===== src/design/pnft_pkg.sv =====
package pnft_pkg;

  localparam int SAMPLE_BITS   = 24;
  localparam int WIN_BITS      = 13;
  localparam int NUM_CH        = 4;
  localparam int NUM_EV        = 3;
  localparam int CFG_IDX_BITS  = 2;
  localparam int CFG_DATA_BITS = 24;

  // register indexes on the configuration port
  localparam logic [CFG_IDX_BITS-1:0] REG_SIGN_MODE    = 2'd0;
  localparam logic [CFG_IDX_BITS-1:0] REG_WINDOW_START = 2'd1;
  localparam logic [CFG_IDX_BITS-1:0] REG_WINDOW_END   = 2'd2;
  localparam logic [CFG_IDX_BITS-1:0] REG_FLOOR_INIT   = 2'd3;

  // rectifier modes
  localparam logic [1:0] SIGN_CLAMP_NEG = 2'd0;
  localparam logic [1:0] SIGN_CLAMP_POS = 2'd1;
  localparam logic [1:0] SIGN_ABS       = 2'd2;

  localparam logic [1:0]                    SIGN_MODE_RST    = SIGN_CLAMP_NEG;
  localparam logic [WIN_BITS-1:0]           WINDOW_START_RST = 13'd4505;
  localparam logic [WIN_BITS-1:0]           WINDOW_END_RST   = 13'd3686;
  localparam logic signed [SAMPLE_BITS-1:0] FLOOR_INIT_RST   = -24'sd5;

  typedef struct packed {
    logic signed [SAMPLE_BITS-1:0] sample_ch0;
    logic signed [SAMPLE_BITS-1:0] sample_ch1;
    logic signed [SAMPLE_BITS-1:0] sample_ch2;
    logic signed [SAMPLE_BITS-1:0] sample_ch3;
    logic                          left_label;
    logic                          right_label;
    logic                          thumb_label;
  } in_item_t;

  typedef struct packed {
    logic signed [SAMPLE_BITS-1:0] noise_ch0;
    logic signed [SAMPLE_BITS-1:0] noise_ch1;
    logic signed [SAMPLE_BITS-1:0] noise_ch2;
    logic signed [SAMPLE_BITS-1:0] noise_ch3;
  } out_item_t;

  typedef enum logic [2:0] {
    ST_IDLE,
    ST_REDUCE,
    ST_SCAN,
    ST_DRAIN,
    ST_FINISH
  } state_t;

  typedef struct packed {
    logic accept;
    logic red_step;
    logic addr_init;
    logic rd_issue;
    logic load_out;
  } cmd_t;

  typedef struct packed {
    logic trig_hit;
    logic win_open;
    logic red_big;
    logic scan_last;
    logic pipe_busy;
    logic out_busy;
  } status_t;

endpackage


===== src/design/pnft_ctrl.sv =====
module pnft_ctrl (
  input  logic             clk,
  input  logic             rst_n,
  input  logic             in_valid,
  output logic             in_ready,
  input  pnft_pkg::status_t status,
  output pnft_pkg::cmd_t    cmd
);

  pnft_pkg::state_t state_r;
  pnft_pkg::state_t state_nxt;

  always_ff @(posedge clk) begin
    if (!rst_n) begin
      state_r <= pnft_pkg::ST_IDLE;
    end else begin
      state_r <= state_nxt;
    end
  end

  always_comb begin
    state_nxt = state_r;
    cmd       = '0;
    in_ready  = 1'b0;
    case (state_r)
      pnft_pkg::ST_IDLE: begin
        in_ready = 1'b1;
        if (in_valid) begin
          cmd.accept = 1'b1;
          // only a rising label with a non-empty window starts a scan
          if (status.trig_hit && status.win_open) begin
            state_nxt = pnft_pkg::ST_REDUCE;
          end else begin
            state_nxt = pnft_pkg::ST_FINISH;
          end
        end
      end
      pnft_pkg::ST_REDUCE: begin
        if (status.red_big) begin
          cmd.red_step = 1'b1;
        end else begin
          cmd.addr_init = 1'b1;
          state_nxt     = pnft_pkg::ST_SCAN;
        end
      end
      pnft_pkg::ST_SCAN: begin
        cmd.rd_issue = 1'b1;
        if (status.scan_last) begin
          state_nxt = pnft_pkg::ST_DRAIN;
        end
      end
      pnft_pkg::ST_DRAIN: begin
        if (!status.pipe_busy) begin
          state_nxt = pnft_pkg::ST_FINISH;
        end
      end
      pnft_pkg::ST_FINISH: begin
        if (!status.out_busy) begin
          cmd.load_out = 1'b1;
          state_nxt    = pnft_pkg::ST_IDLE;
        end
      end
      default: begin
        state_nxt = pnft_pkg::ST_IDLE;
      end
    endcase
  end

endmodule


===== config.mk =====
export PLATFORM = sky130hd
export DESIGN_NAME = pnft_ctrl
export DESIGN_NICKNAME = d
export VERILOG_FILES = /design/src/design/pnft_pkg.sv /design/src/design/pnft_ctrl.sv
export SDC_FILE = /design/constraint.sdc
export NUM_CORES = 1
export LEC_CHECK = 0
export BUFFER_PORTS_ARGS = -buffer_cell sky130_fd_sc_hd__buf_2
export CAP_MARGIN = 25
export CORE_AREA = 4 4 41 43
export CTS_CLUSTER_SIZE = 24
export DETAILED_ROUTE_END_ITERATION = 12
export DIE_AREA = 0 0 45 47
export GPL_ROUTABILITY_DRIVEN = 0
export PLACE_DENSITY = 0.52
export SYNTH_ARGS = -nofsm -noshare
export SYNTH_HDL_FRONTEND = slang
export SYNTH_SLANG_ARGS = --single-unit

===== constraint.sdc =====
create_clock -name clk -period 2.4 [get_ports clk]
set_input_delay 0.36 -clock clk [delete_from_list [all_inputs] [get_ports clk]]
set_output_delay 0.36 -clock clk [all_outputs]
set_load 0.01 [all_outputs]

---- After elaboration in Yosys (flattened, before gate mapping) ----
Index checks and enable logic that the tools add are counted.
Widths: inputs -> output; s select.
storage, ports and cells
  input bits .............................. 9
  flip-flop bits (word level) ............. 3
  logic and storage cells ................. 29
cells by class
  muxes and demuxes ....................... 16
  equality and inequality tests ........... 9
  reduce and logical (&&, ||, !) cells .... 3
operators with widths
  cell                count
  $mux 3              6
  $pmux 3 s5          1
  $ne 2x2->1 const B  5
  $mux 1              8
  $eq 3x2->1 const B  2
  $reduce_and 5->1    1
  $eq 3x1->1 const B  1
  $eq 3x3->1 const B  1
  $logic_not 3->1     1
  $mux 2              1
  $logic_and 1x1->1   1

---- Logic depth before layout (Yosys ltp) ----
Gate-level depths: netlist (run 1).
  depth in word-level cells ............... 4
  depth in mapped cells ................... 4
  mapped depth without buffers ............ 3

---- Least setup slack after synthesis (run 1) ----
Ideal clock, no wire load.
  path type ............................... flip-flop to output port
  start ................................... reg state_r[0]
  end ..................................... out cmd[2] in the netlist's numbering
  data arrival time ....................... 0.997 ns
  path buffers ............................ 1
  slack ................................... 1.043 ns
  stages on the path, launching flop included .. 3
  path through ............................ dfxtp_1 buf_2 nor4b_1
RTL lines
  element                 RTL line         RTL
  start, declared         pnft_ctrl.sv:10  pnft_pkg::state_t state_r;
  start signal, assigned  pnft_ctrl.sv:15  state_r <= pnft_pkg::ST_IDLE;
  start signal, assigned  pnft_ctrl.sv:17  state_r <= state_nxt;
  end, declared           pnft_ctrl.sv:7   output pnft_pkg::cmd_t cmd

==> flow_summary.toml, run 1 <==
[status]
outcome = "complete, no violations"

[cells_and_area]
diodes = 0
regMostFlops = "state_r"
reg_top3 = "state_r (3)"
largest_reg_flops = 3
drive_above_1_share_pct = 47.6
fin_util_pct = 26.3
area_delta_synth_final_pct = 34.5
fin_area_um2 = 342
layout.cells.non_filler = 57
num-nets-final = 52

[logic_synthesis]
synth_top_area_share_pct = 23.6
ys_top_cells_by_area = "dfxtp_1, nor4b_1, nor4b_4"
yosysWarnings = 0
synth_flop_cell = "dfxtp_1"
syn_inst = 27
seq_area_frac_synth_pct = 23.6
ys_async_sr_fraction_pct = 0
synth_nets = 36
synth.distinct_cells = 19
yosysTopAreaCell = "dfxtp_1"
synth-edff-count = 0
synth-seq-cells = 3
synth.avg_cell_area_um2 = 9.41
synth_area_um2 = 254

[setup_path]
slowest_stage = "dfxtp_1"
required_ns = 2.04
regToRegSetupSlack_ns = 1.25
criticalPathCategory = "flip-flop to primary output"
critPathTopFamily = "flip-flops"
path_buf_inv = 1
regToRegStartpoint = "state_r[1]$_SDFFE_PN0P_"
r2r_cells = 3
critPathArrivalTime_ns = 1.24
path_max_fanout = 12
path_cells = "nor4b_1, buf_2"
startpoint_type = "flip-flop"
critical_path.max_stage_delay_ns = 0.57
worst_r2r_endpoint = "state_r[2]$_SDFFE_PN0P_"
cp-end-kind = "primary output"

[placement]
placed_area_um2 = 315
port_buffers = 14
dp.cells = 53

[pwr]
intPower_w = 0.000137
switchingPower_w = 0.0000510
pwr-share-seq_pct = 33.5
p_total_w = 0.000188
peakVddDrop_v = 0.000149
p_leak_nw = 0.151
p_clk_share_pct = 46.7
p_comb_share_pct = 19.9
p_sw_share_pct = 27.2
power.density_mw_per_mm2 = 549

[clock_network]
cts_hold_buf = 0
clockBufferDepth = 2
cts_htree_levels = 1
cts-root-buf = "clkbuf_4"
post-cts-setup-buffers = 0
cts_tree = "done"
ctsResizeCount = 0
clk_pin_slew_ns = 0.04
cts_buffers = 3
clk_latency_ns = 0.23
cts_sinks = 3

[hold_path]
min_to = "state_r[2]$_SDFFE_PN0P_"
hold_path_startpoint = "rst_n"
holdPathStages = 2
hold_class = "primary input to flip-flop"

[routing]
drc_errors = 0
wl_per_cell_um = 10.4
via_per_inst = 4.47
via_count = 255
drtIter0Drc = 1
antenna_left = 0
drt-total-wl_um = 595
first_pass_iters = 2

[floorplanning]
die_h_um = 47
io_pins = 15
core_area_mm2 = 0.00130
initial_core_util_pct = 19.5
fp-row-count = 13
die_w_um = 45
die-area_mm2 = 0.00212

[timing]
worst-slew-pin-transition_ns = 0.455
slew_viol_final = 0
setup_viol = 0
fmax_mhz = 624
finalSetupTns_ns = 0
layout_worst_path_cycle_share_pct = 66.8
skew_ns = 0.00222
slew_headroom_pct = 69.6
final-hold-violation-count = 0
period_minus_slack_ns = 1.60
rsz0062_at_grt = "false"

[job]
cap_violations = 0

[grt]
grt_max_degree = 14
grt_overflow_total = 0
grt_antenna_before_repair = 0
grtUsageTotal_pct = 6.39
grt_pass1_wl_um = 924
grt_pass1_vias = 225
==> logic make-up after synthesis <==
| logic type | count (synthesis) | share of synthesized area, % |
|---|---|---|
| mux | 1 | 3.94 |
| simple gates | 12 | 39.9 |
| buf+inv | 5 | 13.8 |
| flops | 3 | 23.6 |
| compound gates | 6 | 18.7 |
==> synth_stat cells (2+ instances only) <==
cell type  number
dfxtp_1         3
nor4b_1         3
a21oi_1         2
inv_1           2
buf_6           2
nand2_1         2
==> power by group through the flow <==
stage	clock, W	sequential, W	combinational, W
floorplan	0	0.0000564	0.0000321
global placement	0	0.0000633	0.0000379
detailed placement	0	0.0000636	0.0000379
CTS	0.0000918	0.0000628	0.0000380
global route	0.0000980	0.0000638	0.0000413
finish	0.0000875	0.0000628	0.0000372
==> final cells by class <==
type                       count  area [µm²]
fill                         160         960
multi-input combinational     19         159
timing repair buffer          14        70.1
sequential                     3        60.1
clock buffer                   4        26.3
tap                           15        18.8
inverter                       2        7.51
==> cells in the final DEF (no fill, tap or decap), types with 2 or more instances in the layout <==
master / n
a21oi_1: 2
nor4b_1: 3
buf_2: 14
clkbuf_4: 3
nand2_1: 2
inv_1: 2
dfxtp_1: 3
==> how the worst max path moves through the flow <==
stage	cells after the start	to	start	slack, ns
2_1_floorplan	2	cmd[2]	state_r[0]$_SDFFE_PN0P_	1.04
3_3_place_gp	2	cmd[3]	state_r[0]$_SDFFE_PN0P_	1.07
3_5_place_dp	2	cmd[2]	state_r[0]$_SDFFE_PN0P_	1.03
4_1_cts	2	cmd[2]	state_r[0]$_SDFFE_PN0P_	0.78
5_1_grt	2	cmd[2]	state_r[0]$_SDFFE_PN0P_	0.66
6_report	2	cmd[2]	state_r[0]$_SDFFE_PN0P_	0.80
==> metal layers <==
layer	vias up	routed length [µm]	track usage, %
met1	111	292	8.14
met5	-	0	0
li1	133	-	-
met3	0	43	1.53
met4	0	0	8.77
met2	11	259	7.34
==> through the flow <==
step / hold slack (ns) / worst slack, ns
2_1_floorplan: 0.513 / 1.04
3_5_place_dp: 0.643 / 1.03
5_1_grt: 0.404 / 0.656
3_3_place_gp: 0.622 / 1.07
4_1_cts: 0.395 / 0.781
6_report: 0.402 / 0.796
Power figures use the tool's default switching activity.
==> inputs of run 2 (changes only) <==
--- a/config.mk
+++ b/config.mk
@@ -12,7 +12,7 @@
 export DETAILED_ROUTE_END_ITERATION = 12
 export DIE_AREA = 0 0 45 47
 export GPL_ROUTABILITY_DRIVEN = 0
-export PLACE_DENSITY = 0.52
+export PLACE_DENSITY = 0.53
 export SYNTH_ARGS = -nofsm -noshare
 export SYNTH_HDL_FRONTEND = slang
 export SYNTH_SLANG_ARGS = --single-unit
==> constraint.sdc (replaced) <==
create_clock -name clk -period 1.46 [get_ports clk]
set_input_delay 0.219 -clock clk [delete_from_list [all_inputs] [get_ports clk]]
set_output_delay 0.219 -clock clk [all_outputs]
set_load 0.01 [all_outputs]
==> flow_summary.toml, run 2 (synthesized netlist as in run 1, its figures left out) <==
[status]
outcome = "complete, no violations"

[timing]
period_minus_slack_ns = 1.37
finalSetupTns_ns = 0
setup_viol = 0
rsz0062_at_grt = "false"
slew_headroom_pct = 78.4
final-hold-violation-count = 0
layout_worst_path_cycle_share_pct = 93.5
skew_ns = 0.00165
worst-slew-pin-transition_ns = 0.323
fmax_mhz = 733
slew_viol_final = 0

[placement]
placed_area_um2 = 315
dp.cells = 53
hpwl_um = 452
port_buffers = 14

[clock_network]
cts_hold_buf = 0
clockBufferDepth = 2
cts_tree = "done"
cts_sinks = 3
post-cts-setup-buffers = 0
clk_latency_ns = 0.23
cts-root-buf = "clkbuf_4"
cts_htree_levels = 1
cts_buffers = 3
clk_pin_slew_ns = 0.03

[cells_and_area]
area_delta_synth_final_pct = 35.5
num-nets-final = 52
regMostFlops = "state_r"
fillers = 156
final_cell_mix = "buf_2, nor4b_1, clkbuf_4"
layout.cells.non_filler = 57
layout.cells.most_common = "buf_2"
fin_area_um2 = 344
drive_above_1_share_pct = 52.4
reg_top3 = "state_r (3)"
diodes = 0
largest_reg_flops = 3

[routing]
antenna_left = 0
drtIter0Drc = 1
via_per_inst = 4.26
wl_per_cell_um = 10.4
drt-total-wl_um = 593
via_count = 243
first_pass_iters = 3
drc_errors = 0

[grt]
grtUsageTotal_pct = 6.24
grt_overflow_total = 0
grt_max_degree = 14
grt_pass1_vias = 228
grt_antenna_before_repair = 0
grt_pass1_wl_um = 890

[floorplanning]
initial_core_util_pct = 19.5
die-area_mm2 = 0.00212
fp-row-count = 13
io_pins = 15
die_h_um = 47
die_w_um = 45
core_area_mm2 = 0.00130

[setup_path]
required_ns = 1.24
critPathArrivalTime_ns = 1.15
startpoint_type = "flip-flop"
criticalPathCategory = "flip-flop to primary output"
cp-end-kind = "primary output"
path_max_fanout = 9

[pwr]
power.density_mw_per_mm2 = 899
p_leak_nw = 0.152
peakVddDrop_v = 0.000229
p_total_w = 0.000309

[hold_path]
hold_class = "primary input to flip-flop"

[job]
cap_violations = 0
## run 2: cell count changes in the layout (fill, tap and decap cells not counted)
cell | before | now
dfxtp_1 | 3 | 1
dfxtp_2 | 0 | 2
## run 2: critical path: stages (launching register included)
cell	delay (ns)
dfxtp_1	0.50
nor4b_1	0.24
buf_2	0.17
## run 2: repair_timing
item,CTS,global route
pin swaps,0,0
resized for setup,1,1
endpoints found under the setup margin,2,3
## run 2: path summary, 6_finish.rpt
check                                              from                       to  slack, ns  cells past startpoint
worst max-delay path            state_r[2]$_SDFFE_PN0P_                   cmd[0]       0.09                      2
worst min-delay path                              rst_n  state_r[2]$_SDFFE_PN0P_       0.26                      2
worst max register to register  state_r[2]$_SDFFE_PN0P_  state_r[2]$_SDFFE_PN0P_       0.36                      3
worst min register to register  state_r[0]$_SDFFE_PN0P_  state_r[0]$_SDFFE_PN0P_       0.60                      1
## run 2: report_power, final
group / leakage [nW] / switching (W) / internal [W]
sequential: 0.0254 / 0.0000159 / 0.0000882
clock: 0.0150 / 0.0000413 / 0.000102
combinational: 0.111 / 0.0000270 / 0.0000345
total: 0.152 / 0.0000842 / 0.000225
## run 2: final cells by class
cell class | count | area [µm²] | area share [%]
clock buffers | 4 | 26.3 | 7.64
inverters | 2 | 7.51 | 2.18
multi-input cells | 19 | 159 | 46.2
flip-flops and latches | 3 | 62.6 | 18.2
well taps | 15 | 18.8 | 5.45
repair buffers | 14 | 70.1 | 20.4
## run 2: routing by layer
metal | GRT usage [%] | up-vias | routed length (µm)
met5 | 0 | - | 0
met4 | 8.77 | 0 | 0
met3 | 1.53 | 0 | 37
met2 | 7.91 | 8 | 252
met1 | 7.26 | 104 | 303
li1 | - | 131 | -
## run 2: through the flow
stage | setup WS, ns | hold WS, ns | utilization, %
final | 0.0949 | 0.263 | 26.4
after global routing | 0.00590 | 0.267 | 26.4
after CTS | 0.0270 | 0.253 | 26.3
after detailed placement | 0.234 | 0.500 | 24.2
after global placement | 0.264 | 0.483 | 24.2
after floorplan | 0.244 | 0.372 | -
==> inputs of run 3 (changes only) <==
--- a/config.mk
+++ b/config.mk
@@ -7,12 +7,15 @@
 export LEC_CHECK = 0
 export BUFFER_PORTS_ARGS = -buffer_cell sky130_fd_sc_hd__buf_2
 export CAP_MARGIN = 25
+export CELL_PAD_IN_SITES_DETAIL_PLACEMENT = 0
+export CELL_PAD_IN_SITES_GLOBAL_PLACEMENT = 1
 export CORE_AREA = 4 4 41 43
 export CTS_CLUSTER_SIZE = 24
 export DETAILED_ROUTE_END_ITERATION = 12
 export DIE_AREA = 0 0 45 47
 export GPL_ROUTABILITY_DRIVEN = 0
-export PLACE_DENSITY = 0.53
+export PLACE_DENSITY = 0.66
+export SETUP_SLACK_MARGIN = 0.2
 export SYNTH_ARGS = -nofsm -noshare
 export SYNTH_HDL_FRONTEND = slang
 export SYNTH_SLANG_ARGS = --single-unit
==> flow_summary.toml, run 3 (synthesized netlist as in run 1, its figures left out) <==
[cells_and_area]
drive_above_1_share_pct = 66.7
final_cell_mix = "buf_2, buf_4, clkbuf_4, dfxtp_4"
regMostFlops = "state_r"
largest_reg_flops = 3
area_delta_synth_final_pct = 69.0
num-nets-final = 58
fin_util_pct = 33.0
reg_top3 = "state_r (3)"
fin_area_um2 = 429
layout.cells.most_common = "buf_2"
diodes = 0

[grt]
grt_max_degree = 10
grtUsageTotal_pct = 8.52
grt_use_met3_pct = 5.75
grt_pass1_vias = 265
gr-usage-met2_pct = 12.1
grt_overflow_total = 0
grt_pass1_wl_um = 1170
grt_use_met1_pct = 8.62
grt_antenna_before_repair = 0
grt_busiest_layer = "met2"

[placement]
port_buffers = 14
place_ws_ns = 0.239
placed_area_um2 = 315
hpwl_um = 455

[setup_path]
criticalPathCategory = "flip-flop to primary output"
regToRegSetupSlack_ns = 0.34
path_max_fanout = 6
r2r_cells = 4
cp-end-kind = "primary output"
critPathArrivalTime_ns = 1.07
startpoint_type = "flip-flop"
regToRegStartpoint = "state_r[2]$_SDFFE_PN0P_"
worst_r2r_endpoint = "state_r[1]$_SDFFE_PN0P_"
required_ns = 1.24

[clock_network]
cts_htree_levels = 1
cts-root-buf = "clkbuf_4"
clk_pin_slew_ns = 0.04
cts_sinks = 3
cts_tree = "done"
clk_latency_ns = 0.23
cts_buffers = 3
clockBufferDepth = 2

[job]
cap_violations = 0

[pwr]
p_leak_nw = 0.192
peakVddDrop_v = 0.000339
power.density_mw_per_mm2 = 786
p_total_w = 0.000337

[routing]
drt-total-wl_um = 726
drc_errors = 0
antenna_left = 0
wl_per_cell_um = 11.5
drtIter0Drc = 5
via_count = 283
via_per_inst = 4.49
first_pass_iters = 4

[timing]
skew_ns = 0.000541
fmax_mhz = 776
worst-slew-pin-transition_ns = 0.175
final-hold-violation-count = 0
setup_viol = 0
layout_worst_path_cycle_share_pct = 88.3
slew_headroom_pct = 88.0
finalSetupTns_ns = 0
rsz0062_at_grt = "true"
period_minus_slack_ns = 1.29
fin_ws_ns = 0.171
slew_viol_final = 0

[status]
outcome = "complete, no violations"

[floorplanning]
core_area_mm2 = 0.00130
die-area_mm2 = 0.00212
io_pins = 15
fp-row-count = 13
initial_core_util_pct = 19.5
die_w_um = 45
die_h_um = 47

[hold_path]
hold_class = "primary input to flip-flop"
hold_path_startpoint = "rst_n"
holdPathStages = 2
min_to = "state_r[2]$_SDFFE_PN0P_"
==> run 3: changes by cell type in the layout (fill, tap and decap cells not counted) <==
cell / previous run / this run
buf_4: 0 / 5
dfxtp_4: 0 / 3
buf_6: 0 / 1
dfxtp_1: 1 / 0
nor4b_2: 0 / 2
nor4b_4: 1 / 2
dfxtp_2: 2 / 0
nor4b_1: 3 / 0
==> run 3: final cells by class <==
cell class / count / area [µm²]
multi-input cells: 19 / 186
fillers: 153 / 872
well taps: 15 / 18.8
clock buffers: 4 / 26.3
inverters: 2 / 7.51
flip-flops and latches: 3 / 71.3
repair buffers: 20 / 119
==> run 3: how the worst max path moves through the flow <==
stage	start	to	slack (ns)	depth (start not counted)
global route	state_r[2]$_SDFFE_PN0P_	cmd[0]	0.11	3
detailed placement	state_r[0]$_SDFFE_PN0P_	cmd[3]	0.24	2
floorplan	state_r[0]$_SDFFE_PN0P_	cmd[2]	0.24	2
global placement	state_r[0]$_SDFFE_PN0P_	cmd[3]	0.25	2
finish	state_r[2]$_SDFFE_PN0P_	cmd[0]	0.17	3
CTS	state_r[0]$_SDFFE_PN0P_	cmd[4]	0.16	2
==> run 3: metal layers <==
layer	vias to the layer above	wire, µm	part of all wire [%]
li1	145	-	-
met1	121	286	39
met2	15	357	49
met3	2	74	10
met4	0	7	0.96
met5	-	0	0
==> run 3: stage by stage <==
step,hold WS [ns],std cells
6_report,0.238,63
5_1_grt,0.232,63
4_1_cts,0.230,61
3_5_place_dp,0.481,53
3_3_place_gp,0.479,53
2_1_floorplan,0.372,27
==> run 3: what timing repair did <==
| action | 4_1_cts | 5_1_grt |
|---|---|---|
| endpoints found under the setup margin | 6 | 5 |
| gates resized for setup | 8 | 5 |
| pin swaps | 2 | 2 |
| cloned | 0 | 0 |
| hold buffers | 0 | 0 |
| buffers inserted | 4 | 2 |
==> run 3: report_power, final <==
part / switching, W / internal (W)
clock: 0.0000469 / 0.000103
combinational: 0.0000359 / 0.0000510
sequential: 0.0000149 / 0.0000860
==> run 3: critical path, cell delays in order (launching register included) <==
cell and delay (ns):
dfxtp_4 0.39, buf_6 0.12, nor4b_4 0.16, buf_2 0.16
